<file path="src/sv/lfr_pkg.sv">
// ----------------------------------------------------------------------------
// lfr_pkg
// Shared types and constants for the letter frequency rank core.
// ----------------------------------------------------------------------------
`default_nettype none

package lfr_pkg;

  // alphabet and field widths
  localparam int unsigned ALPHABET_SIZE = 26;
  localparam int unsigned LETTER_W      = 5;
  localparam int unsigned BYTE_W        = 8;
  localparam int unsigned OUT_COUNT_W   = 16;
  localparam int unsigned OUT_TDATA_W   = 24;

  // ascii letter bounds
  localparam logic [BYTE_W-1:0] CHAR_LOWER_A = 8'h61;
  localparam logic [BYTE_W-1:0] CHAR_LOWER_Z = 8'h7A;
  localparam logic [BYTE_W-1:0] CHAR_UPPER_A = 8'h41;
  localparam logic [BYTE_W-1:0] CHAR_UPPER_Z = 8'h5A;

  // last cell and last sort pass / last rank
  localparam logic [LETTER_W-1:0] LAST_IDX = LETTER_W'(ALPHABET_SIZE - 1);

  // per-cell operation
  typedef enum logic [2:0] {
    CELL_HOLD,
    CELL_COUNT,
    CELL_CMP_RIGHT,
    CELL_CMP_LEFT,
    CELL_SHIFT,
    CELL_LOAD
  } cell_cmd_e;

  // control bundle handed to every cell
  typedef struct packed {
    cell_cmd_e             cmd;
    logic                  hit;
    logic [LETTER_W-1:0]   slot;
  } cell_ctrl_t;

endpackage

`default_nettype wire

</file>
<file path="src/sv/letter_frequency_rank_core.sv">
// ----------------------------------------------------------------------------
// letter_frequency_rank_core
// Case-insensitive letter histogram with a ranked readout, built as a chain
// of 26 cells that count, sort in place and shift out.
// ----------------------------------------------------------------------------
// Text bytes are taken one per cycle; each ASCII letter bumps its saturating
// counter. The transaction flagged with tlast is counted too, after which the
// input stalls: the cell chain runs 26 odd-even compare-and-swap passes,
// then streams out 26 results, highest count first with ties in
// alphabetical order, tlast on the last one. The chain shifts one cell per
// accepted output transaction. On the last output all cells reload a..z with
// zero counts and input resumes in the next cycle. Counts above 65535 report
// as 65535.
`default_nettype none

module letter_frequency_rank_core #(
  parameter int unsigned COUNT_WIDTH = 16
) (
  input  wire logic        clk_i,
  input  wire logic        rst_ni,
  input  wire logic        s_axis_tvalid,
  output logic             s_axis_tready,
  input  wire logic [7:0]  s_axis_tdata,   // [7:0] text_byte
  input  wire logic        s_axis_tlast,   // end_of_text
  output logic             m_axis_tvalid,
  input  wire logic        m_axis_tready,
  output logic      [23:0] m_axis_tdata,   // [4:0] letter_index, [20:5] letter_count
  output logic             m_axis_tlast    // last_rank
);
  import lfr_pkg::*;

  typedef enum logic [2:0] {
    ST_COUNT = 3'b001,
    ST_SORT  = 3'b010,
    ST_EMIT  = 3'b100
  } state_e;

  state_e              state_q, state_d;
  logic [LETTER_W-1:0] step_q, step_d;

  logic                s_fire;
  logic                m_fire;
  logic                byte_hit;
  logic [LETTER_W-1:0] byte_slot;
  logic [OUT_COUNT_W-1:0] out_count;

  logic       [LETTER_W-1:0]    cell_letter [ALPHABET_SIZE];
  logic       [COUNT_WIDTH-1:0] cell_count  [ALPHABET_SIZE];
  cell_ctrl_t                   cell_ctrl   [ALPHABET_SIZE];

  assign s_axis_tready = (state_q == ST_COUNT);
  assign m_axis_tvalid = (state_q == ST_EMIT);
  assign s_fire        = s_axis_tvalid && s_axis_tready;
  assign m_fire        = m_axis_tvalid && m_axis_tready;

  // letter decode, shared by all cells
  always_comb begin
    byte_hit  = 1'b0;
    byte_slot = '0;
    if ((s_axis_tdata >= CHAR_LOWER_A) && (s_axis_tdata <= CHAR_LOWER_Z)) begin
      byte_hit  = 1'b1;
      byte_slot = LETTER_W'(s_axis_tdata - CHAR_LOWER_A);
    end else if ((s_axis_tdata >= CHAR_UPPER_A) && (s_axis_tdata <= CHAR_UPPER_Z)) begin
      byte_hit  = 1'b1;
      byte_slot = LETTER_W'(s_axis_tdata - CHAR_UPPER_A);
    end
  end

  // sequencer: count, sort passes, readout
  always_comb begin
    state_d = state_q;
    step_d  = step_q;
    case (state_q)
      ST_COUNT: begin
        if (s_fire && s_axis_tlast) begin
          state_d = ST_SORT;
          step_d  = '0;
        end
      end
      ST_SORT: begin
        if (step_q == LAST_IDX) begin
          state_d = ST_EMIT;
          step_d  = '0;
        end else begin
          step_d = step_q + LETTER_W'(1);
        end
      end
      ST_EMIT: begin
        if (m_fire) begin
          if (step_q == LAST_IDX) begin
            state_d = ST_COUNT;
            step_d  = '0;
          end else begin
            step_d = step_q + LETTER_W'(1);
          end
        end
      end
      default: begin
        state_d = ST_COUNT;
        step_d  = '0;
      end
    endcase
  end

  always_ff @(posedge clk_i or negedge rst_ni) begin
    if (!rst_ni) begin
      state_q <= ST_COUNT;
      step_q  <= '0;
    end else begin
      state_q <= state_d;
      step_q  <= step_d;
    end
  end

  // cell chain with per-cell control
  for (genvar k = 0; k < ALPHABET_SIZE; k++) begin : g_cell
    localparam logic K_ODD = (k % 2) == 1;
    logic [LETTER_W-1:0]    left_letter, right_letter;
    logic [COUNT_WIDTH-1:0] left_count, right_count;

    if (k == 0) begin : g_head
      assign left_letter = '0;
      assign left_count  = '0;
    end else begin : g_mid_l
      assign left_letter = cell_letter[k-1];
      assign left_count  = cell_count[k-1];
    end
    if (k == ALPHABET_SIZE - 1) begin : g_tail
      assign right_letter = '0;
      assign right_count  = '0;
    end else begin : g_mid_r
      assign right_letter = cell_letter[k+1];
      assign right_count  = cell_count[k+1];
    end

    always_comb begin
      cell_ctrl[k].cmd  = CELL_HOLD;
      cell_ctrl[k].hit  = s_fire && byte_hit;
      cell_ctrl[k].slot = byte_slot;
      case (state_q)
        ST_COUNT: begin
          cell_ctrl[k].cmd = CELL_COUNT;
        end
        ST_SORT: begin
          // pass parity picks whether this cell pairs to the right or left
          if (K_ODD == step_q[0]) begin
            if (k != ALPHABET_SIZE - 1) cell_ctrl[k].cmd = CELL_CMP_RIGHT;
          end else begin
            if (k != 0) cell_ctrl[k].cmd = CELL_CMP_LEFT;
          end
        end
        ST_EMIT: begin
          if (m_fire) begin
            cell_ctrl[k].cmd = (step_q == LAST_IDX) ? CELL_LOAD : CELL_SHIFT;
          end
        end
        default: begin
          cell_ctrl[k].cmd = CELL_HOLD;
        end
      endcase
    end

    lfr_cell #(
      .COUNT_WIDTH (COUNT_WIDTH)
    ) u_cell (
      .clk_i          (clk_i),
      .rst_ni         (rst_ni),
      .ctrl_i         (cell_ctrl[k]),
      .init_letter_i  (LETTER_W'(k)),
      .left_letter_i  (left_letter),
      .left_count_i   (left_count),
      .right_letter_i (right_letter),
      .right_count_i  (right_count),
      .letter_o       (cell_letter[k]),
      .count_o        (cell_count[k])
    );
  end

  // clamp head count to the output field
  if (COUNT_WIDTH > OUT_COUNT_W) begin : g_clamp
    assign out_count = (|cell_count[0][COUNT_WIDTH-1:OUT_COUNT_W]) ?
                       '1 : cell_count[0][OUT_COUNT_W-1:0];
  end else if (COUNT_WIDTH == OUT_COUNT_W) begin : g_same
    assign out_count = cell_count[0];
  end else begin : g_extend
    assign out_count = {{(OUT_COUNT_W - COUNT_WIDTH){1'b0}}, cell_count[0]};
  end

  // output transaction from the head cell
  assign m_axis_tdata = {{(OUT_TDATA_W - OUT_COUNT_W - LETTER_W){1'b0}},
                         out_count, cell_letter[0]};
  assign m_axis_tlast = (step_q == LAST_IDX);

`ifndef SYNTHESIS
  // input and output never open together
  a_no_overlap: assert property (@(posedge clk_i) disable iff (!rst_ni)
    !(s_axis_tready && m_axis_tvalid))
    else $error("input and output both active");

  // the final text byte stalls the input
  a_end_stalls: assert property (@(posedge clk_i) disable iff (!rst_ni)
    (s_fire && s_axis_tlast) |=> !s_axis_tready)
    else $error("input not stalled after end of text");

  // the last result returns the block to counting
  a_last_resumes: assert property (@(posedge clk_i) disable iff (!rst_ni)
    (m_fire && m_axis_tlast) |=> s_axis_tready)
    else $error("input not resumed after readout");

  // while counting the chain is in identity order
  a_identity: assert property (@(posedge clk_i) disable iff (!rst_ni)
    (state_q == ST_COUNT) |-> ((cell_letter[0] == '0) && (cell_letter[25] == LAST_IDX)))
    else $error("chain not in identity order while counting");
`endif

endmodule

`default_nettype wire

</file>
<file path="src/sv/lfr_cell.sv">
// ----------------------------------------------------------------------------
// lfr_cell
// One cell of the ranking chain: holds a letter and its count, counts hits,
// compares and swaps with a neighbor, and shifts toward the head.
// ----------------------------------------------------------------------------
`default_nettype none

module lfr_cell #(
  parameter int unsigned COUNT_WIDTH = 16
) (
  input  wire logic                         clk_i,
  input  wire logic                         rst_ni,
  input  wire lfr_pkg::cell_ctrl_t          ctrl_i,
  input  wire logic [lfr_pkg::LETTER_W-1:0] init_letter_i,
  input  wire logic [lfr_pkg::LETTER_W-1:0] left_letter_i,
  input  wire logic [COUNT_WIDTH-1:0]       left_count_i,
  input  wire logic [lfr_pkg::LETTER_W-1:0] right_letter_i,
  input  wire logic [COUNT_WIDTH-1:0]       right_count_i,
  output logic      [lfr_pkg::LETTER_W-1:0] letter_o,
  output logic      [COUNT_WIDTH-1:0]       count_o
);
  import lfr_pkg::*;

  logic [LETTER_W-1:0]    letter_q, letter_d;
  logic [COUNT_WIDTH-1:0] count_q, count_d;
  logic                   right_wins;
  logic                   self_wins;

  // ordering: higher count first, lower letter on equal counts
  assign right_wins = (right_count_i > count_q) ||
                      ((right_count_i == count_q) && (right_letter_i < letter_q));
  assign self_wins  = (count_q > left_count_i) ||
                      ((count_q == left_count_i) && (letter_q < left_letter_i));

  // next cell content
  always_comb begin
    letter_d = letter_q;
    count_d  = count_q;
    case (ctrl_i.cmd)
      CELL_HOLD: begin
      end
      CELL_COUNT: begin
        if (ctrl_i.hit && (ctrl_i.slot == letter_q) && !(&count_q)) begin
          count_d = count_q + COUNT_WIDTH'(1);
        end
      end
      CELL_CMP_RIGHT: begin
        if (right_wins) begin
          letter_d = right_letter_i;
          count_d  = right_count_i;
        end
      end
      CELL_CMP_LEFT: begin
        if (self_wins) begin
          letter_d = left_letter_i;
          count_d  = left_count_i;
        end
      end
      CELL_SHIFT: begin
        letter_d = right_letter_i;
        count_d  = right_count_i;
      end
      CELL_LOAD: begin
        letter_d = init_letter_i;
        count_d  = '0;
      end
      default: begin
      end
    endcase
  end

  // cell state
  always_ff @(posedge clk_i or negedge rst_ni) begin
    if (!rst_ni) begin
      letter_q <= init_letter_i;
      count_q  <= '0;
    end else begin
      letter_q <= letter_d;
      count_q  <= count_d;
    end
  end

  assign letter_o = letter_q;
  assign count_o  = count_q;

endmodule

`default_nettype wire

</file>
<file path="config.mk">
export PLATFORM = sky130hd
export DESIGN_NAME = letter_frequency_rank_core
export DESIGN_NICKNAME = d
export VERILOG_FILES = /design/src/sv/lfr_pkg.sv /design/src/sv/letter_frequency_rank_core.sv /design/src/sv/lfr_cell.sv
export SDC_FILE = /design/constraint.sdc
export NUM_CORES = 2
export LEC_CHECK = 0
export BUFFER_PORTS_ARGS = -buffer_cell sky130_fd_sc_hd__buf_2
export CAP_MARGIN = 20
export CELL_PAD_IN_SITES_DETAIL_PLACEMENT = 1
export CELL_PAD_IN_SITES_GLOBAL_PLACEMENT = 2
export CORE_ASPECT_RATIO = 2
export CORE_MARGIN = 2
export CORE_UTILIZATION = 40
export CTS_BUF_LIST = sky130_fd_sc_hd__clkbuf_4
export DETAILED_ROUTE_END_ITERATION = 16
export PLACE_DENSITY_LB_ADDON = 0.1
export SLEW_MARGIN = 10
export SYNTH_ARGS = -nofsm -noshare
export SYNTH_HDL_FRONTEND = slang
export SYNTH_SLANG_ARGS = --single-unit
</file>
<file path="constraint.sdc">
create_clock -name clk_i -period 4.25 [get_ports clk_i]
set_input_delay 0.6375 -clock clk_i [delete_from_list [all_inputs] [get_ports clk_i]]
set_output_delay 0.6375 -clock clk_i [all_outputs]
set_load 0.02 [all_outputs]
</file>
---- After elaboration in Yosys (flattened, before gate mapping) ----
Cells that the tools add are included.
W data, S select, Z words.
storage, ports and cells
  bits in registers ....................... 554
  logic and storage cells ................. 732
cells by class
  add/subtract/negate cells ............... 29
  reduce and logical (&&, ||, !) cells .... 229
  mux-type cells .......................... 205
  $lt $le $gt $ge ......................... 58
  eq/ne operators ......................... 157
operators with widths
  kind                     number
  $pmux W16 S5             25
  $mux W16                 78
  $pmux W5 S4              26
  $add A16 B1 Y16 const B  26
  $reduce_and A16 Y1       26
  $eq A16 B16 Y1           25
  $gt A16 B16 Y1           25
  $mux W5                  57
  $eq A5 B5 Y1             26
  $lt A5 B5 Y1             25
  $reduce_and A4 Y1        27
  $ne A2 B1 Y1 const B     52
  $logic_and A1 B1 Y1      85
  $reduce_and A3 Y1        26
  $pmux W16 S4             1
  $ne A2 B2 Y1 const B     30
  $pmux W3 S3              5
  $logic_not A16 Y1        2
  $eq A3 B2 Y1 const B     9
  $eq A3 B3 Y1 const B     9
  $logic_or A1 B1 Y1       27
  $logic_not A1 Y1         26
  $reduce_bool A4 Y1       5
  $ge A8 B7 Y1 const B     2
  16 further kinds         33

---- Depth between registers and ports, before layout ----
  depth after elaboration ................. 9
  depth in mapped cells ................... 17

---- Least setup slack after synthesis ----
OpenSTA, ideal clock, no wires.
  path kind ............................... input to register
  start point ............................. in s_axis_tdata[0]
  end point ............................... reg g_cell[20].u_cell.count_q[4]
  stages on the path ...................... 15
  arrival time ............................ 4083 ps
  slack ................................... 94 ps
  path through ............................ clkbuf_1 -> clkinv_1 -> ha_1 -> or4b_1 -> buf_6 -> o211ai_4 -> or3_1 -> buf_2 -> or4_1 -> or4_1 -> buf_2 -> a211oi_4 -> buf_6 -> nor2_1 -> a21oi_2
on the way
  longest elaborated chain between the ends .. 9
RTL lines
  element                                              RTL line                                           text
  from (decl)                                          letter_frequency_rank_core.sv:23                   input wire logic [7:0] s_axis_tdata,
  $ge A8 B7 Y1 or $le A8 B7 Y1 (tied branches)         letter_frequency_rank_core.sv:63                   end else if ((s_axis_tdata >= CHAR_UPPER_A) && (s_axis_tdata <= CHAR_UPPER_Z)) begin
  $logic_and A1 B1 Y1                                  letter_frequency_rank_core.sv:63
  $mux W5 or $mux W1 (tied branches)                   letter_frequency_rank_core.sv:63
  $mux W5 or $mux W1 (tied branches)                   letter_frequency_rank_core.sv:60                   if ((s_axis_tdata >= CHAR_LOWER_A) && (s_axis_tdata <= CHAR_LOWER_Z)) begin
  $eq A5 B5 Y1 or $logic_and A1 B1 Y1 (tied branches)  lfr_cell.sv:43, letter_frequency_rank_core.sv:138
  $logic_and A1 B1 Y1 (*) (2 in series)                lfr_cell.sv:43                                     if (ctrl_i.hit && (ctrl_i.slot == letter_q) && !(&count_q)) begin
  $ne A2 B1 Y1 (no source line) (*)                    n/a
  $reduce_and A4 Y1 (no source line) (*)               n/a
  to (signal assigned)                                 lfr_cell.sv:79                                     count_q <= count_d;
  to (decl)                                            lfr_cell.sv:25                                     logic [COUNT_WIDTH-1:0] count_q, count_d;
Mark *: on every way between the ends. The rest lies on a longest branch, timed or not.
A chain may end at the register's enable or synchronous reset.

---- Final worst setup path ----
  start point ............................. reg g_cell[8].u_cell.count_q[13]
  end point ............................... reg g_cell[9].u_cell.count_q[13]
on the way
  longest elaborated chain between the ends .. 5
RTL lines
  element                                                                 RTL line
  from (decl)                                                             lfr_cell.sv:25
  from (signal assigned)                                                  lfr_cell.sv:79
  parallel branches: the longest is 5 deep, another holds $gt A16 B16 Y1  n/a
  to (signal assigned)                                                    lfr_cell.sv:79
  to (decl)                                                               lfr_cell.sv:25
Parallel ways; which one is timed is not known. The select of a mux whose other input is x is not followed.

==> impl_metrics.env <==
export IMPL_status="completed"
export IMPL_vias=54500
export IMPL_hold_path_depth=6
export IMPL_dr_first_iter_drc_count=3509
export IMPL_drc=0
export IMPL_synth_area_um2=50800
export IMPL_worst_r2r_cell_count=11
export IMPL_place_congestion=0.884
export IMPL_placed_area_um2=54800
export IMPL_critical_path_startpoint="g_cell[8].u_cell.count_o[13]"
export IMPL_post_place_ws_ns=-0.0751
export IMPL_area_delta_synth_final_pct=12.3
export IMPL_worst_path_buf_inv=2
export IMPL_cp_required_ns=5.26
export IMPL_worst_path_max_fanout=7
export IMPL_power_mw=34.6
export IMPL_placeableCoreArea_um2=126000
export IMPL_power_leakage_nw=24.0
export IMPL_place_detailed_hpwl_um=170000
export IMPL_reg2reg_from="g_cell[8].u_cell.count_o[13]"
export IMPL_min_from="s_axis_tlast"
export IMPL_worst_slack_ns=0.405
export IMPL_ys_types=104
export IMPL_cp_cell_sequence="inv_1 > ha_1 > nand4_1 > nor4_1 > nor3_1 > o211a_1 > a32oi_1 > nand2_1 > nor2_1 > buf_4 > a22oi_1"
export IMPL_cp_end_kind="register"
export IMPL_cts_inserted_buffers=158
export IMPL_initial_core_util_pct=40.3
export IMPL_wl_um=229000
export IMPL_cts_root_buf="clkbuf_4"
export IMPL_cts_sinks=554
export IMPL_drt_pass1_iterations=6
export IMPL_mostFrequentLayoutCell="a21oi_1"
export IMPL_start_kind="register"
export IMPL_cts_repair_resized=0
export IMPL_grt_antenna_before_repair=4
export IMPL_skew_ns=0.0609
export IMPL_slowest_stage="nor4_1"
export IMPL_io_pin_count=40
export IMPL_max_freq_mhz=260
export IMPL_peakVddDrop_uv=345
export IMPL_die_area_um2=130000
export IMPL_cp_data_arrival_time_ns=4.86
export IMPL_finalSetupTns_ns=0
export IMPL_final_cell_mix="554 x a21oi_1, 548 x inv_1, 533 x ha_1"
export IMPL_avgSynthCellArea_um2=8.04
export IMPL_critical_path_max_stage_delay_ns=0.68
export IMPL_grt_max_degree=97
export IMPL_worst_pin_slew_ns=1.11
export IMPL_slew_violations=0
export IMPL_synth_top_cells_by_area="dfrtp_1 24%, ha_1 13%, a21oi_1 5.5%"
export IMPL_hold_path_class="primary input to register"
export IMPL_fin_crit_sh_pct=90.5
export IMPL_yosysWarnings=0
export IMPL_first_global_vias=57800
export IMPL_grt_setup_unrepaired="false"
export IMPL_yosys_area_top_type="dfrtp_1"
export IMPL_holdWs_ns=0.255
export IMPL_layout_nets=7005
export IMPL_setup_violations=0
export IMPL_clock_latency_ns=1.18
export IMPL_tritoncts="yes"
export IMPL_synth_flop_cell="dfrtp_1"
export IMPL_rows=184
export IMPL_rrSetupSlack_ns=0.41
export IMPL_stdcell_area_um2=57000
export IMPL_grt_overflow=0
export IMPL_path_depth=11
export IMPL_async_reset_ff_share_pct=100
export IMPL_cts_max_level=4
export IMPL_die_h_um=508
export IMPL_viasPerCell=6.59
export IMPL_io_buffers=36
export IMPL_ant_nets=0
export IMPL_crit_type="register to register"
export IMPL_synth_seq_area_share_pct=27.4
export IMPL_die_x_um=256
export IMPL_clock_path_buffers=3
export IMPL_postCtsSetupRepairBufs=0
export IMPL_timing_final_crit_period_ns=3.84
export IMPL_synth_top_cell_area_share_pct=24.4
export IMPL_wl_per_cell_um=27.8
export IMPL_hold_viol=0
export IMPL_maxCapViolCount=0
export IMPL_netlist_instances=6313
export IMPL_ys_seq_elements=554
export IMPL_synth_edf_count=0
export IMPL_slew_headroom_pct=25.5
export IMPL_drive_gt1_share_pct=12.8
export IMPL_power_density_nw_per_um2=607
export IMPL_clk_pin_slew_ns=0.07
export IMPL_cp_top_family="simple AND/OR/NAND/NOR gates"
export IMPL_track_usage_pct=34.7
export IMPL_grt_pass1_wl_um=351000
## where the power goes
group	total, mW	switching, mW	internal (mW)	leakage, nW
logic	17.3	10.3	6.91	16.1
registers	11.6	4.12	7.51	6.58
clock network	5.74	2.89	2.84	1.28
## registers in the layout, summed over array words and instances (netlist names)
| signal | flops |
|---|---|
| state_q | 3 |
| g_cell.u_cell.letter_o | 130 |
| step_q | 5 |
| g_cell.u_cell.count_o | 416 |
## synth_stat cells, drive strengths merged, types with 44 or more instances
master / instances
buf: 101
and3: 79
o21ai: 373
clkbuf: 327
nand2: 504
inv: 549
o22ai: 85
a222oi: 50
o311ai: 80
a31oi: 92
nand4: 214
a221oi: 79
nor2b: 58
a32o: 49
dfrtp: 496
a21o: 56
o31ai: 106
nor3: 179
mux2i: 70
nand3: 236
nor2: 269
xnor2: 78
a211oi: 94
nor4: 115
o221ai: 66
a22oi: 128
o211ai: 44
a21oi: 556
ha: 533
dfstp: 58
## what timing repair did
| item | in CTS | in global routing |
|---|---|---|
| hold buffers | 7 | 0 |
| endpoints found under the setup margin | 0 | 0 |
| hold endpoints to repair | 159 | 0 |
## area by class of cell
type / instances / area (um2)
Tap cell: 1674 / 2090
Clock buffer: 250 / 1880
Inverter: 550 / 2060
Multi-Input combinational cell: 4783 / 33200
Antenna cell: 7 / 17.5
Sequential cell: 554 / 13900
Fill cell: 15300 / 68900
Clock inverter: 39 / 239
Timing Repair Buffer: 412 / 3570
## stage by stage
stage,cells,utilization [%]
floorplan,6315,-
global placement,7965,43.5
detailed placement,7965,43.5
CTS,8261,45.3
global route,8267,45.3
finish,8269,45.3
## tightest hold or removal path, delay by kind of cell
family	cells	cell delay [ns]
simple gates	3	0.29
compound gates	2	0.26
buf+inv	1	0.20
## routing by layer
layer | global-route usage, % | up-vias | wire length, um
met5 | 0 | - | 0
met4 | 22.2 | 0 | 15700
met3 | 4.21 | 744 | 8360
met2 | 65.5 | 1629 | 122000
met1 | 36.0 | 27500 | 83300
li1 | - | 24600 | -
## cell families after synthesis
family,after synthesis,synth area share (%)
AOI/OAI and AO/OA,2233,30.2
xor gates and xnor gates,92,1.59
adders and majority gates,533,13.1
buffers and inverters,978,7.57
DFF,554,27.4
muxes,84,1.69
other,1,0.00738
and+or+nand+nor,1838,18.3
## path summary, 6_finish.rpt
kind,to
worst max-delay path,g_cell[9].u_cell.count_o[13]
worst min-delay path,step_q[4]
worst max register to register,g_cell[9].u_cell.count_o[13]
worst min register to register,g_cell[14].u_cell.letter_o[3]
max in group asynchronous,g_cell[10].u_cell.count_o[10]
min in group asynchronous,g_cell[9].u_cell.count_o[3]
Power figures use the tool's default switching activity.
